<file path="src/rtl/watch_slot_pool_allocator_unit_macros.svh">
// Assertion macros for the watch slot pool allocator.
// Included by the RTL files that carry concurrent checks; no other dependencies.
`ifndef WATCH_SLOT_POOL_ALLOCATOR_UNIT_MACROS_SVH
`define WATCH_SLOT_POOL_ALLOCATOR_UNIT_MACROS_SVH

// Condition that must hold at every edge outside reset.
`define WSPA_ASSERT_ALWAYS(label, clk, rst, expr, msg) \
   label: assert property (@(posedge clk) disable iff (rst) (expr)) else $error(msg);

// Same-cycle implication.
`define WSPA_ASSERT_IMPL(label, clk, rst, ante, cons, msg) \
   label: assert property (@(posedge clk) disable iff (rst) (ante) |-> (cons)) else $error(msg);

// Next-cycle implication.
`define WSPA_ASSERT_NEXT(label, clk, rst, ante, cons, msg) \
   label: assert property (@(posedge clk) disable iff (rst) (ante) |=> (cons)) else $error(msg);

`endif

</file>
<file path="src/rtl/wspa_pkg.sv">
// Shared constants, codes and store command types for the watch slot pool allocator.
// No dependencies.
package wspa_pkg;

   localparam int SLOTS       = 32;
   localparam int MAX_RESULTS = 32;
   localparam int IDX_W       = $clog2(SLOTS);
   localparam int LINK_W      = IDX_W + 1;
   localparam int CNT_MAX     = (SLOTS > MAX_RESULTS) ? SLOTS : MAX_RESULTS;
   localparam int CNT_W       = $clog2(CNT_MAX + 1);

   localparam int KIND_W = 2;
   localparam int NUM_W  = 5;
   localparam int VAL_W  = 32;
   localparam int STAT_W = 2;

   localparam logic [LINK_W-1:0] NULL_LINK = LINK_W'(SLOTS);

   localparam logic [KIND_W-1:0] KIND_ALLOC  = 2'd0;
   localparam logic [KIND_W-1:0] KIND_FREE   = 2'd1;
   localparam logic [KIND_W-1:0] KIND_LIST   = 2'd2;
   localparam logic [KIND_W-1:0] KIND_UNUSED = 2'd3;

   localparam logic [STAT_W-1:0] ST_OK         = 2'd0;
   localparam logic [STAT_W-1:0] ST_EXHAUSTED  = 2'd1;
   localparam logic [STAT_W-1:0] ST_EMPTY      = 2'd2;
   localparam logic [STAT_W-1:0] ST_NOT_ACTIVE = 2'd3;

   typedef struct packed {
      logic [IDX_W-1:0]  rd_addr;
      logic              link_we;
      logic [IDX_W-1:0]  link_waddr;
      logic [LINK_W-1:0] link_wdata;
      logic              val_we;
      logic [IDX_W-1:0]  val_waddr;
      logic [VAL_W-1:0]  val_wdata;
   } store_cmd_type;

   typedef struct packed {
      logic [LINK_W-1:0] link;
      logic [VAL_W-1:0]  value;
   } store_data_type;

endpackage

</file>
<file path="src/rtl/wspa_channels.sv">
// Valid/ready channel interfaces for the request and response sides.
// Depends on wspa_pkg for field widths.
interface wspa_req_if;
   logic                       valid;
   logic                       ready;
   logic [wspa_pkg::KIND_W-1:0] kind;
   logic [wspa_pkg::VAL_W-1:0]  watch_value;
   logic [wspa_pkg::NUM_W-1:0]  slot_number;

   modport source (output valid, kind, watch_value, slot_number, input ready);
   modport sink   (input valid, kind, watch_value, slot_number, output ready);
endinterface

interface wspa_rsp_if;
   logic                        valid;
   logic                        ready;
   logic [wspa_pkg::STAT_W-1:0] status;
   logic [wspa_pkg::NUM_W-1:0]  entry_number;
   logic [wspa_pkg::VAL_W-1:0]  entry_value;
   logic                        last;

   modport source (output valid, status, entry_number, entry_value, last, input ready);
   modport sink   (input valid, status, entry_number, entry_value, last, output ready);
endinterface

</file>
<file path="src/rtl/watch_slot_pool_allocator_unit.sv">
// Channel   | Dir | Fields                                          | Beat when
// req_chan  | in  | kind, watch_value, slot_number                  | valid & ready
// rsp_chan  | out | status, entry_number, entry_value, last         | valid & ready
//
// One item at a time; req_chan.ready is high only while idle.
// Allocate: S_ALLOC_POP takes the free head, S_ALLOC_LINK appends it to a non-empty
// active list, then the result beat. Free: S_FREE_WALK walks up to 32 active slots,
// then S_FREE_PUSH on a hit (a miss skips it). List: S_LIST_EMIT, a beat per slot.
// Empty or exhausted cases go straight to the result beat; kind 3 is dropped.
// A result beat waits in the output register for rsp_chan.ready; the walk stalls there.
// Reset is synchronous; the pool is usable right after it.
// Depends on wspa_pkg, wspa_channels, wspa_store and the macro header.
`include "watch_slot_pool_allocator_unit_macros.svh"

module watch_slot_pool_allocator_unit (
   input logic       clock,
   input logic       reset,
   wspa_req_if.sink  req_chan,
   wspa_rsp_if.source rsp_chan
);

   typedef enum logic [6:0] {
      S_IDLE       = 7'b0000001,
      S_ALLOC_POP  = 7'b0000010,
      S_ALLOC_LINK = 7'b0000100,
      S_FREE_WALK  = 7'b0001000,
      S_FREE_PUSH  = 7'b0010000,
      S_LIST_EMIT  = 7'b0100000,
      S_RESP       = 7'b1000000
   } state_type;

   state_type                     state_ff, state_in;
   logic [wspa_pkg::KIND_W-1:0]   kind_ff, kind_in;
   logic [wspa_pkg::VAL_W-1:0]    value_ff, value_in;
   logic [wspa_pkg::NUM_W-1:0]    num_ff, num_in;
   logic [wspa_pkg::LINK_W-1:0]   cur_ff, cur_in;
   logic [wspa_pkg::LINK_W-1:0]   prev_ff, prev_in;
   logic [wspa_pkg::CNT_W-1:0]    step_ff, step_in;
   logic [wspa_pkg::LINK_W-1:0]   free_head_ff, free_head_in;
   logic [wspa_pkg::LINK_W-1:0]   act_head_ff, act_head_in;
   logic [wspa_pkg::LINK_W-1:0]   act_tail_ff, act_tail_in;
   logic [wspa_pkg::STAT_W-1:0]   status_ff, status_in;
   logic [wspa_pkg::NUM_W-1:0]    entry_num_ff, entry_num_in;
   logic [wspa_pkg::VAL_W-1:0]    entry_val_ff, entry_val_in;
   logic                          last_ff, last_in;

   wspa_pkg::store_cmd_type  cmd;
   wspa_pkg::store_data_type rdata;

   logic                          req_beat;
   logic                          rsp_beat;
   logic [wspa_pkg::CNT_W-1:0]    step_nx;
   logic                          cur_match;

   wspa_store u_store (
      .clock (clock),
      .reset (reset),
      .cmd   (cmd),
      .rdata (rdata)
   );

   assign req_beat  = req_chan.valid && req_chan.ready;
   assign rsp_beat  = rsp_chan.valid && rsp_chan.ready;
   assign step_nx   = step_ff + wspa_pkg::CNT_W'(1);
   assign cur_match = (cur_ff == wspa_pkg::LINK_W'(num_ff));

   assign req_chan.ready        = (state_ff == S_IDLE);
   assign rsp_chan.valid        = (state_ff == S_RESP);
   assign rsp_chan.status       = status_ff;
   assign rsp_chan.entry_number = entry_num_ff;
   assign rsp_chan.entry_value  = entry_val_ff;
   assign rsp_chan.last         = last_ff;

   always_comb begin
      state_in     = state_ff;
      kind_in      = kind_ff;
      value_in     = value_ff;
      num_in       = num_ff;
      cur_in       = cur_ff;
      prev_in      = prev_ff;
      step_in      = step_ff;
      free_head_in = free_head_ff;
      act_head_in  = act_head_ff;
      act_tail_in  = act_tail_ff;
      status_in    = status_ff;
      entry_num_in = entry_num_ff;
      entry_val_in = entry_val_ff;
      last_in      = last_ff;

      cmd            = '0;
      cmd.rd_addr    = cur_ff[wspa_pkg::IDX_W-1:0];

      unique case (state_ff)
         S_IDLE: begin
            // read is issued in the accept cycle so data is ready next cycle
            cmd.rd_addr = (req_chan.kind == wspa_pkg::KIND_ALLOC)
                          ? free_head_ff[wspa_pkg::IDX_W-1:0]
                          : act_head_ff[wspa_pkg::IDX_W-1:0];
            if (req_beat) begin
               kind_in      = req_chan.kind;
               value_in     = req_chan.watch_value;
               num_in       = req_chan.slot_number;
               prev_in      = wspa_pkg::NULL_LINK;
               step_in      = '0;
               entry_val_in = '0;
               last_in      = 1'b1;
               if (req_chan.kind == wspa_pkg::KIND_ALLOC) begin
                  cur_in = free_head_ff;
                  if (free_head_ff == wspa_pkg::NULL_LINK) begin
                     status_in    = wspa_pkg::ST_EXHAUSTED;
                     entry_num_in = '0;
                     state_in     = S_RESP;
                  end else begin
                     state_in = S_ALLOC_POP;
                  end
               end else if (req_chan.kind == wspa_pkg::KIND_FREE) begin
                  cur_in = act_head_ff;
                  if (act_head_ff == wspa_pkg::NULL_LINK) begin
                     status_in    = wspa_pkg::ST_EMPTY;
                     entry_num_in = req_chan.slot_number;
                     state_in     = S_RESP;
                  end else begin
                     state_in = S_FREE_WALK;
                  end
               end else if (req_chan.kind == wspa_pkg::KIND_LIST) begin
                  cur_in = act_head_ff;
                  if (act_head_ff == wspa_pkg::NULL_LINK) begin
                     status_in    = wspa_pkg::ST_EMPTY;
                     entry_num_in = '0;
                     state_in     = S_RESP;
                  end else begin
                     state_in = S_LIST_EMIT;
                  end
               end
            end
         end

         S_ALLOC_POP: begin
            free_head_in   = rdata.link;
            cmd.link_we    = 1'b1;
            cmd.link_waddr = cur_ff[wspa_pkg::IDX_W-1:0];
            cmd.link_wdata = wspa_pkg::NULL_LINK;
            cmd.val_we     = 1'b1;
            cmd.val_waddr  = cur_ff[wspa_pkg::IDX_W-1:0];
            cmd.val_wdata  = value_ff;
            status_in      = wspa_pkg::ST_OK;
            entry_num_in   = wspa_pkg::NUM_W'(cur_ff);
            entry_val_in   = value_ff;
            last_in        = 1'b1;
            if (act_head_ff == wspa_pkg::NULL_LINK || act_tail_ff == wspa_pkg::NULL_LINK) begin
               act_head_in = cur_ff;
               act_tail_in = cur_ff;
               state_in    = S_RESP;
            end else begin
               state_in = S_ALLOC_LINK;
            end
         end

         S_ALLOC_LINK: begin
            cmd.link_we    = 1'b1;
            cmd.link_waddr = act_tail_ff[wspa_pkg::IDX_W-1:0];
            cmd.link_wdata = cur_ff;
            act_tail_in    = cur_ff;
            state_in       = S_RESP;
         end

         S_FREE_WALK: begin
            // rdata.link is the successor of cur; fetch its link for the next step
            cmd.rd_addr = rdata.link[wspa_pkg::IDX_W-1:0];
            if (cur_match) begin
               if (prev_ff == wspa_pkg::NULL_LINK) begin
                  act_head_in = rdata.link;
               end else begin
                  cmd.link_we    = 1'b1;
                  cmd.link_waddr = prev_ff[wspa_pkg::IDX_W-1:0];
                  cmd.link_wdata = rdata.link;
               end
               if (act_tail_ff == cur_ff) begin
                  act_tail_in = prev_ff;
               end
               cmd.val_we    = 1'b1;
               cmd.val_waddr = cur_ff[wspa_pkg::IDX_W-1:0];
               cmd.val_wdata = '0;
               status_in     = wspa_pkg::ST_OK;
               entry_num_in  = wspa_pkg::NUM_W'(cur_ff);
               state_in      = S_FREE_PUSH;
            end else begin
               prev_in = cur_ff;
               cur_in  = rdata.link;
               step_in = step_nx;
               if (rdata.link == wspa_pkg::NULL_LINK
                   || step_nx == wspa_pkg::CNT_W'(wspa_pkg::SLOTS)) begin
                  status_in    = wspa_pkg::ST_NOT_ACTIVE;
                  entry_num_in = num_ff;
                  state_in     = S_RESP;
               end
            end
         end

         S_FREE_PUSH: begin
            cmd.link_we    = 1'b1;
            cmd.link_waddr = cur_ff[wspa_pkg::IDX_W-1:0];
            cmd.link_wdata = free_head_ff;
            free_head_in   = cur_ff;
            state_in       = S_RESP;
         end

         S_LIST_EMIT: begin
            status_in    = wspa_pkg::ST_OK;
            entry_num_in = wspa_pkg::NUM_W'(cur_ff);
            entry_val_in = rdata.value;
            last_in      = (rdata.link == wspa_pkg::NULL_LINK)
                           || (step_nx == wspa_pkg::CNT_W'(wspa_pkg::MAX_RESULTS));
            cur_in       = rdata.link;
            step_in      = step_nx;
            state_in     = S_RESP;
         end

         S_RESP: begin
            // cur already holds the next slot of a listing; its read runs here
            if (rsp_beat) begin
               if (kind_ff == wspa_pkg::KIND_LIST && !last_ff) begin
                  state_in = S_LIST_EMIT;
               end else begin
                  state_in = S_IDLE;
               end
            end
         end

         default: begin
            state_in = S_IDLE;
         end
      endcase
   end

   always_ff @(posedge clock) begin
      if (reset) begin
         state_ff     <= S_IDLE;
         free_head_ff <= '0;
         act_head_ff  <= wspa_pkg::NULL_LINK;
         act_tail_ff  <= wspa_pkg::NULL_LINK;
      end else begin
         state_ff     <= state_in;
         free_head_ff <= free_head_in;
         act_head_ff  <= act_head_in;
         act_tail_ff  <= act_tail_in;
      end
   end

   always_ff @(posedge clock) begin
      kind_ff      <= kind_in;
      value_ff     <= value_in;
      num_ff       <= num_in;
      cur_ff       <= cur_in;
      prev_ff      <= prev_in;
      step_ff      <= step_in;
      status_ff    <= status_in;
      entry_num_ff <= entry_num_in;
      entry_val_ff <= entry_val_in;
      last_ff      <= last_in;
   end

   `WSPA_ASSERT_IMPL(a_no_accept_while_rsp, clock, reset,
      rsp_chan.valid, !req_chan.ready,
      "request accepted while a result beat is pending")
   `WSPA_ASSERT_NEXT(a_unused_kind_dropped, clock, reset,
      req_beat && req_chan.kind == wspa_pkg::KIND_UNUSED,
      req_chan.ready && !rsp_chan.valid,
      "unused kind did not return to idle silently")
   `WSPA_ASSERT_IMPL(a_only_list_not_last, clock, reset,
      rsp_chan.valid && !rsp_chan.last,
      rsp_chan.status == wspa_pkg::ST_OK && kind_ff == wspa_pkg::KIND_LIST,
      "non-final beat outside a good listing")
   `WSPA_ASSERT_ALWAYS(a_head_tail_null, clock, reset,
      (act_head_ff == wspa_pkg::NULL_LINK) == (act_tail_ff == wspa_pkg::NULL_LINK),
      "active head and tail disagree on empty")
   `WSPA_ASSERT_IMPL(a_exhausted_real, clock, reset,
      rsp_chan.valid && rsp_chan.status == wspa_pkg::ST_EXHAUSTED,
      free_head_ff == wspa_pkg::NULL_LINK,
      "exhausted reported with free slots left")

endmodule

</file>
<file path="src/rtl/wspa_store.sv">
// Link and value memories of the slot pool, one registered read port shared by both.
// Per-entry valid bits give the reset contents until an entry is first written.
// Depends on wspa_pkg.
module wspa_store (
   input  logic                     clock,
   input  logic                     reset,
   input  wspa_pkg::store_cmd_type  cmd,
   output wspa_pkg::store_data_type rdata
);

   logic [wspa_pkg::LINK_W-1:0] link_mem [wspa_pkg::SLOTS];
   logic [wspa_pkg::VAL_W-1:0]  val_mem  [wspa_pkg::SLOTS];

   logic [wspa_pkg::SLOTS-1:0]  link_vld_ff, link_vld_in;
   logic [wspa_pkg::SLOTS-1:0]  val_vld_ff, val_vld_in;

   logic [wspa_pkg::LINK_W-1:0] link_q_ff;
   logic [wspa_pkg::VAL_W-1:0]  val_q_ff;
   logic                        link_vq_ff;
   logic                        val_vq_ff;
   logic [wspa_pkg::IDX_W-1:0]  addr_q_ff;

   always_ff @(posedge clock) begin
      if (cmd.link_we) begin
         link_mem[cmd.link_waddr] <= cmd.link_wdata;
      end
      if (cmd.val_we) begin
         val_mem[cmd.val_waddr] <= cmd.val_wdata;
      end
      link_q_ff  <= link_mem[cmd.rd_addr];
      val_q_ff   <= val_mem[cmd.rd_addr];
      link_vq_ff <= link_vld_ff[cmd.rd_addr];
      val_vq_ff  <= val_vld_ff[cmd.rd_addr];
      addr_q_ff  <= cmd.rd_addr;
   end

   always_comb begin
      link_vld_in = link_vld_ff;
      val_vld_in  = val_vld_ff;
      if (cmd.link_we) begin
         link_vld_in[cmd.link_waddr] = 1'b1;
      end
      if (cmd.val_we) begin
         val_vld_in[cmd.val_waddr] = 1'b1;
      end
   end

   always_ff @(posedge clock) begin
      if (reset) begin
         link_vld_ff <= '0;
         val_vld_ff  <= '0;
      end else begin
         link_vld_ff <= link_vld_in;
         val_vld_ff  <= val_vld_in;
      end
   end

   // untouched entries: slot i links to i+1 (last one to null), value zero
   assign rdata.link  = link_vq_ff ? link_q_ff
                                   : wspa_pkg::LINK_W'(addr_q_ff) + wspa_pkg::LINK_W'(1);
   assign rdata.value = val_vq_ff ? val_q_ff : '0;

endmodule

</file>
<file path="src/flat_wrapper.sv">
// flat-port wrapper written by rule: the top's interface ports become plain ports
module watch_slot_pool_allocator_unit_flat 
  (clock, reset, req_chan_valid, req_chan_kind, req_chan_watch_value, req_chan_slot_number, req_chan_ready, rsp_chan_valid, rsp_chan_status, rsp_chan_entry_number, rsp_chan_entry_value, rsp_chan_last, rsp_chan_ready);
  wspa_req_if req_chan_i ();
  wspa_rsp_if rsp_chan_i ();
  input logic clock;
  input logic reset;
  input wire logic [$bits(req_chan_i.valid)-1:0] req_chan_valid;
  input wire logic [$bits(req_chan_i.kind)-1:0] req_chan_kind;
  input wire logic [$bits(req_chan_i.watch_value)-1:0] req_chan_watch_value;
  input wire logic [$bits(req_chan_i.slot_number)-1:0] req_chan_slot_number;
  output wire logic [$bits(req_chan_i.ready)-1:0] req_chan_ready;
  output wire logic [$bits(rsp_chan_i.valid)-1:0] rsp_chan_valid;
  output wire logic [$bits(rsp_chan_i.status)-1:0] rsp_chan_status;
  output wire logic [$bits(rsp_chan_i.entry_number)-1:0] rsp_chan_entry_number;
  output wire logic [$bits(rsp_chan_i.entry_value)-1:0] rsp_chan_entry_value;
  output wire logic [$bits(rsp_chan_i.last)-1:0] rsp_chan_last;
  input wire logic [$bits(rsp_chan_i.ready)-1:0] rsp_chan_ready;
  assign req_chan_i.valid = req_chan_valid;
  assign req_chan_i.kind = req_chan_kind;
  assign req_chan_i.watch_value = req_chan_watch_value;
  assign req_chan_i.slot_number = req_chan_slot_number;
  assign req_chan_ready = req_chan_i.ready;
  assign rsp_chan_valid = rsp_chan_i.valid;
  assign rsp_chan_status = rsp_chan_i.status;
  assign rsp_chan_entry_number = rsp_chan_i.entry_number;
  assign rsp_chan_entry_value = rsp_chan_i.entry_value;
  assign rsp_chan_last = rsp_chan_i.last;
  assign rsp_chan_i.ready = rsp_chan_ready;
  watch_slot_pool_allocator_unit u_core (.clock(clock), .reset(reset), .req_chan(req_chan_i), .rsp_chan(rsp_chan_i));
endmodule
</file>
<file path="config.mk">
export PLATFORM = sky130hd
export DESIGN_NAME = watch_slot_pool_allocator_unit_flat
export DESIGN_NICKNAME = d
export VERILOG_FILES = /design/src/rtl/wspa_pkg.sv /design/src/rtl/wspa_channels.sv /design/src/rtl/watch_slot_pool_allocator_unit.sv /design/src/rtl/wspa_store.sv /design/src/flat_wrapper.sv
export VERILOG_INCLUDE_DIRS = /design/src /design/src/rtl
export SDC_FILE = /design/constraint.sdc
export NUM_CORES = 2
export LEC_CHECK = 0
export BUFFER_PORTS_ARGS = -buffer_cell sky130_fd_sc_hd__buf_2
export CORE_ASPECT_RATIO = 0.7
export CORE_MARGIN = 3
export CORE_UTILIZATION = 55
export CTS_CLUSTER_DIAMETER = 150
export DETAILED_ROUTE_END_ITERATION = 7
export GPL_TIMING_DRIVEN = 0
export PLACE_DENSITY = 0.71
export SETUP_SLACK_MARGIN = 0.5
export SLEW_MARGIN = 20
export SYNTH_ARGS = -nofsm -noshare
export SYNTH_HDL_FRONTEND = slang
export SYNTH_SLANG_ARGS = --single-unit
</file>
<file path="constraint.sdc">
create_clock -name clock -period 7.44 [get_ports clock]
set_input_delay 0.372 -clock clock [delete_from_list [all_inputs] [get_ports clock]]
set_output_delay 0.372 -clock clock [all_outputs]
set_load 0.005 [all_outputs]
</file>
==> summary.md <==
| Metric | Value |
|---|---|
| WP depth | 12 |
| Overflow left after global routing | 0 |
| Register area share after synthesis | between 70% and 80% |
| Clock latency on the worst-skew pair | ~760 ps |
| Post-CTS sizing | 0 |
| R2R Setup Slk | about 2200 ps |
| Area grow syn2layout | 14.9% |
| Final setup violating endpoints | 0 |
| Final Max Tran Viols | 0 |
| CP required | approximately 8000 ps |
| Hold Violations, Final | 0 |
| Avg WL per Cell | ~30 um |
| Max_slew headroom | around 19% |
| WP buf/inv | 5 |
| CTS tree | built |
| Initial Utilization | around 56% |
| Post-Route WL | ~170 mm |
| Synth Cell Area | about 58000 um2 |
| Commonest non-fill, non-tap cell in the layout | edfxtp_1 |
| Most used cell, CP | buf_2 |
| Min-delay worst type | input port to flop |
| CP top delay family | buffers and inverters |
| CTS Hold Buffers Added | slightly above 40 |
| Yosys cell types | slightly above 70 |
| Placed insts | roughly 5.4k |
| Post-layout nets | ~4.2k |
| Synth warn | 0 |
| Remaining antenna violation count | 0 |
| Pin count of the biggest net entering global routing | 34 |
| Detailed placement HPWL | 116 mm |
| Startpoint Class | flop |
| Min cycle time layout | 5270 ps |
| Via count | roughly 36k |
| Final Cycle Share | 70.8% |
| Mean Syn Cell Area | between 15 and 20 um2 |
| Horiz. Die Dim | roughly 390 um |
| Commonest cells after routing, fill and taps aside | edfxtp_1, mux2i_1, a211oi_1, nor2b_1, nand2_1 |
| Fin Clk Skew | ~25 ps |
| CP max stage delay | just over 900 ps |
| DR vias/cell | 6.36 |
| # rows | ~100 |
| Clk sinks | roughly 1.4k |
| Peak VDD IR | about 230 uV |
| Maxcap violations | 0 |
| Syn Inst Count | 3815 |
| Initial antenna violation count | 4 |
| GPL Wtd Cong | about 1 |
| Setup Crit Path Kind | flop to flop |
| Crit-path cells | or3_1, buf_2, or2_1, clkbuf_1, nor3_2, a221oi_2, inv_1, buf_2, buf_1, a211oi_1, o21ai_0, nand4_1 |
| Vias in the first global route | approximately 34k |
| Syn nets | between 3k and 4k |
| Layout Cells excl Fill | 5644 |
| Final worst slack | 2170 ps |
| Total CTS buffers | ~140 |
| Setup WS pre-CTS | 2460 ps |
| DR pass1 iterations | 6 |
| 1st-iter DRT viols | roughly 5.6k |
| Layout cells sized above 1 | approximately 14% |
| Outcome | finished, final reports clean |
| Post-synth EDFFs | approximately 1.3k |
| Hold Path Depth | 3 |
| CTS clk-pin slew, worst paths | around 70 ps |
| Core area | around 100000 um2 |
| DRC Markers | 0 |
| IO Pins | 85 |
| Die Ht | about 280 um |
| Achievable frequency | 190 MHz |
| Hold WS | 36.9 ps |
| Least-Margin Pin Slew | 1210 ps |
| Slowest cell on crit path | o21ai_0 |
| Overall Global Routing Usage | 30.1% |
| Critical Path End Type | flop |
| PD cells | 305 nW/um2 |
| RSZ-0062 raised after global routing | no |
| Worst EP arrival | slightly below 6000 ps |
| Critical-path maximum fanout | 10 |
| CTS root buf | clkbuf_16 |
| Die footprint | 109000 um2 |
| Post-CTS setup buffer count | 0 |
| Port Buffers | 84 |
| First-pass GRT wire length | between 200 and 250 mm |
| Fraction of registers with async set/reset | 0% |
| Primary FF master, synth | edfxtp_1 |
| Leakage power | around 24 nW |
| Htree depth | 4 |
| Post-synthesis register bit count | about 1.4k |
| Reg2reg path depth | 12 |
| Clock Path Buffers | 3 |
worst paths after layout:
kind | start | endpoint
setup reg to reg | u_core.state_ff[2] | u_core.u_store.link_q_ff[4]
hold / removal | reset | u_core.state_ff[1]
setup / recovery | u_core.state_ff[2] | u_core.u_store.link_q_ff[4]
hold reg to reg | u_core.u_store.val_vld_ff[0] | u_core.u_store.val_vld_ff[0]
final cells by class:
type	count	area (um2)
diodes	1	2.50
well taps	1400	1750
plain buffers	268	1320
clock inverters	58	519
fillers	7342	36700
clock buffers	191	3840
inverters	11	41.3
multi-input cells	2089	14700
repair buffers	179	2110
flip-flops and latches	1447	42100
where the power goes:
group	total (W)	internal, W	switching (W)	leakage (nW)
combinational	0.00424	0.00120	0.00303	6.59
clock	0.00690	0.00387	0.00304	2.12
sequential	0.00913	0.00905	0.0000850	15.2
total	0.0203	0.0141	0.00616	23.9
cells by family after synthesis:
| kind of cell | share of synthesized area [%] |
|---|---|
| flip-flops | 72.9 |
| AND/OR/NAND/NOR | 7.34 |
| AO/OA/AOI/OAI | 9.75 |
| multiplexers | 7.35 |
| buffers and inverters | 2.35 |
| XOR/XNOR | 0.258 |
| adder cells (fa/ha/maj) | 0.0866 |
stage by stage:
stage	utilization (%)	power [W]	setup TNS [ps]	area, um2
global route	64.4	0.0208	0	66400
global placement	58.1	0.0133	-412	60000
CTS	64.3	0.0201	0	66400
finish	64.4	0.0203	0	66400
detailed placement	59.7	0.0134	0	61600
floorplan	-	0.0117	0	57800
synth_stat cells, types with 29 or more instances:
library cell	number	area [um2]
buf_2	114	571
mux2i_1	423	4230
nor2b_1	246	1540
clkbuf_1	111	417
dfxtp_1	134	2680
nor2_1	183	687
and3_1	36	225
a32oi_1	76	666
o21ai_1	50	250
edfxtp_1	1313	39400
a21o_1	37	278
a21oi_1	141	706
nand2_1	218	818
nand4_1	46	288
a211oi_1	399	3000
o21ai_0	53	265
buf_4	29	218
worst register-to-register path: stages, from the launching register on:
cell,delay (ps)
dfxtp_1,350
or3_1,370
buf_2,170
or2_1,230
clkbuf_1,200
nor3_2,700
a221oi_2,390
inv_1,260
buf_2,460
buf_1,690
a211oi_1,90
o21ai_0,910
nand4_1,260
flip-flops by register name, indices dropped and copies added, names as in the netlist, 2 cells and up:
register,flops
u_core.num_ff,5
u_core.u_store.val_mem,1024
u_core.state_ff,7
u_core.rsp_chan.status,2
u_core.u_store.link_mem,192
u_core.u_store.val_vld_ff,32
u_core.rsp_chan.entry_number,5
u_core.rsp_chan.entry_value,32
u_core.cur_ff,6
u_core.value_ff,32
u_core.step_ff,6
u_core.u_store.val_q_ff,32
u_core.free_head_ff,6
u_core.u_store.link_q_ff,6
u_core.act_tail_ff,6
u_core.act_head_ff,6
u_core.kind_ff,2
u_core.prev_ff,6
u_core.u_store.addr_q_ff,5
u_core.u_store.link_vld_ff,32
routing by layer:
metal / up-vias / wire length (um) / part of all wire (%) / GRT usage (%)
met2: 2234 / 67500 / 41 / 40.6
met3: 246 / 25600 / 15 / 11.2
li1: 15429 / - / - / -
met5: - / 0 / 0 / 0
met4: 0 / 3710 / 2.2 / 8.03
met1: 17999 / 69700 / 42 / 45.8
No activity file was read; power rests on OpenSTA's default activity.
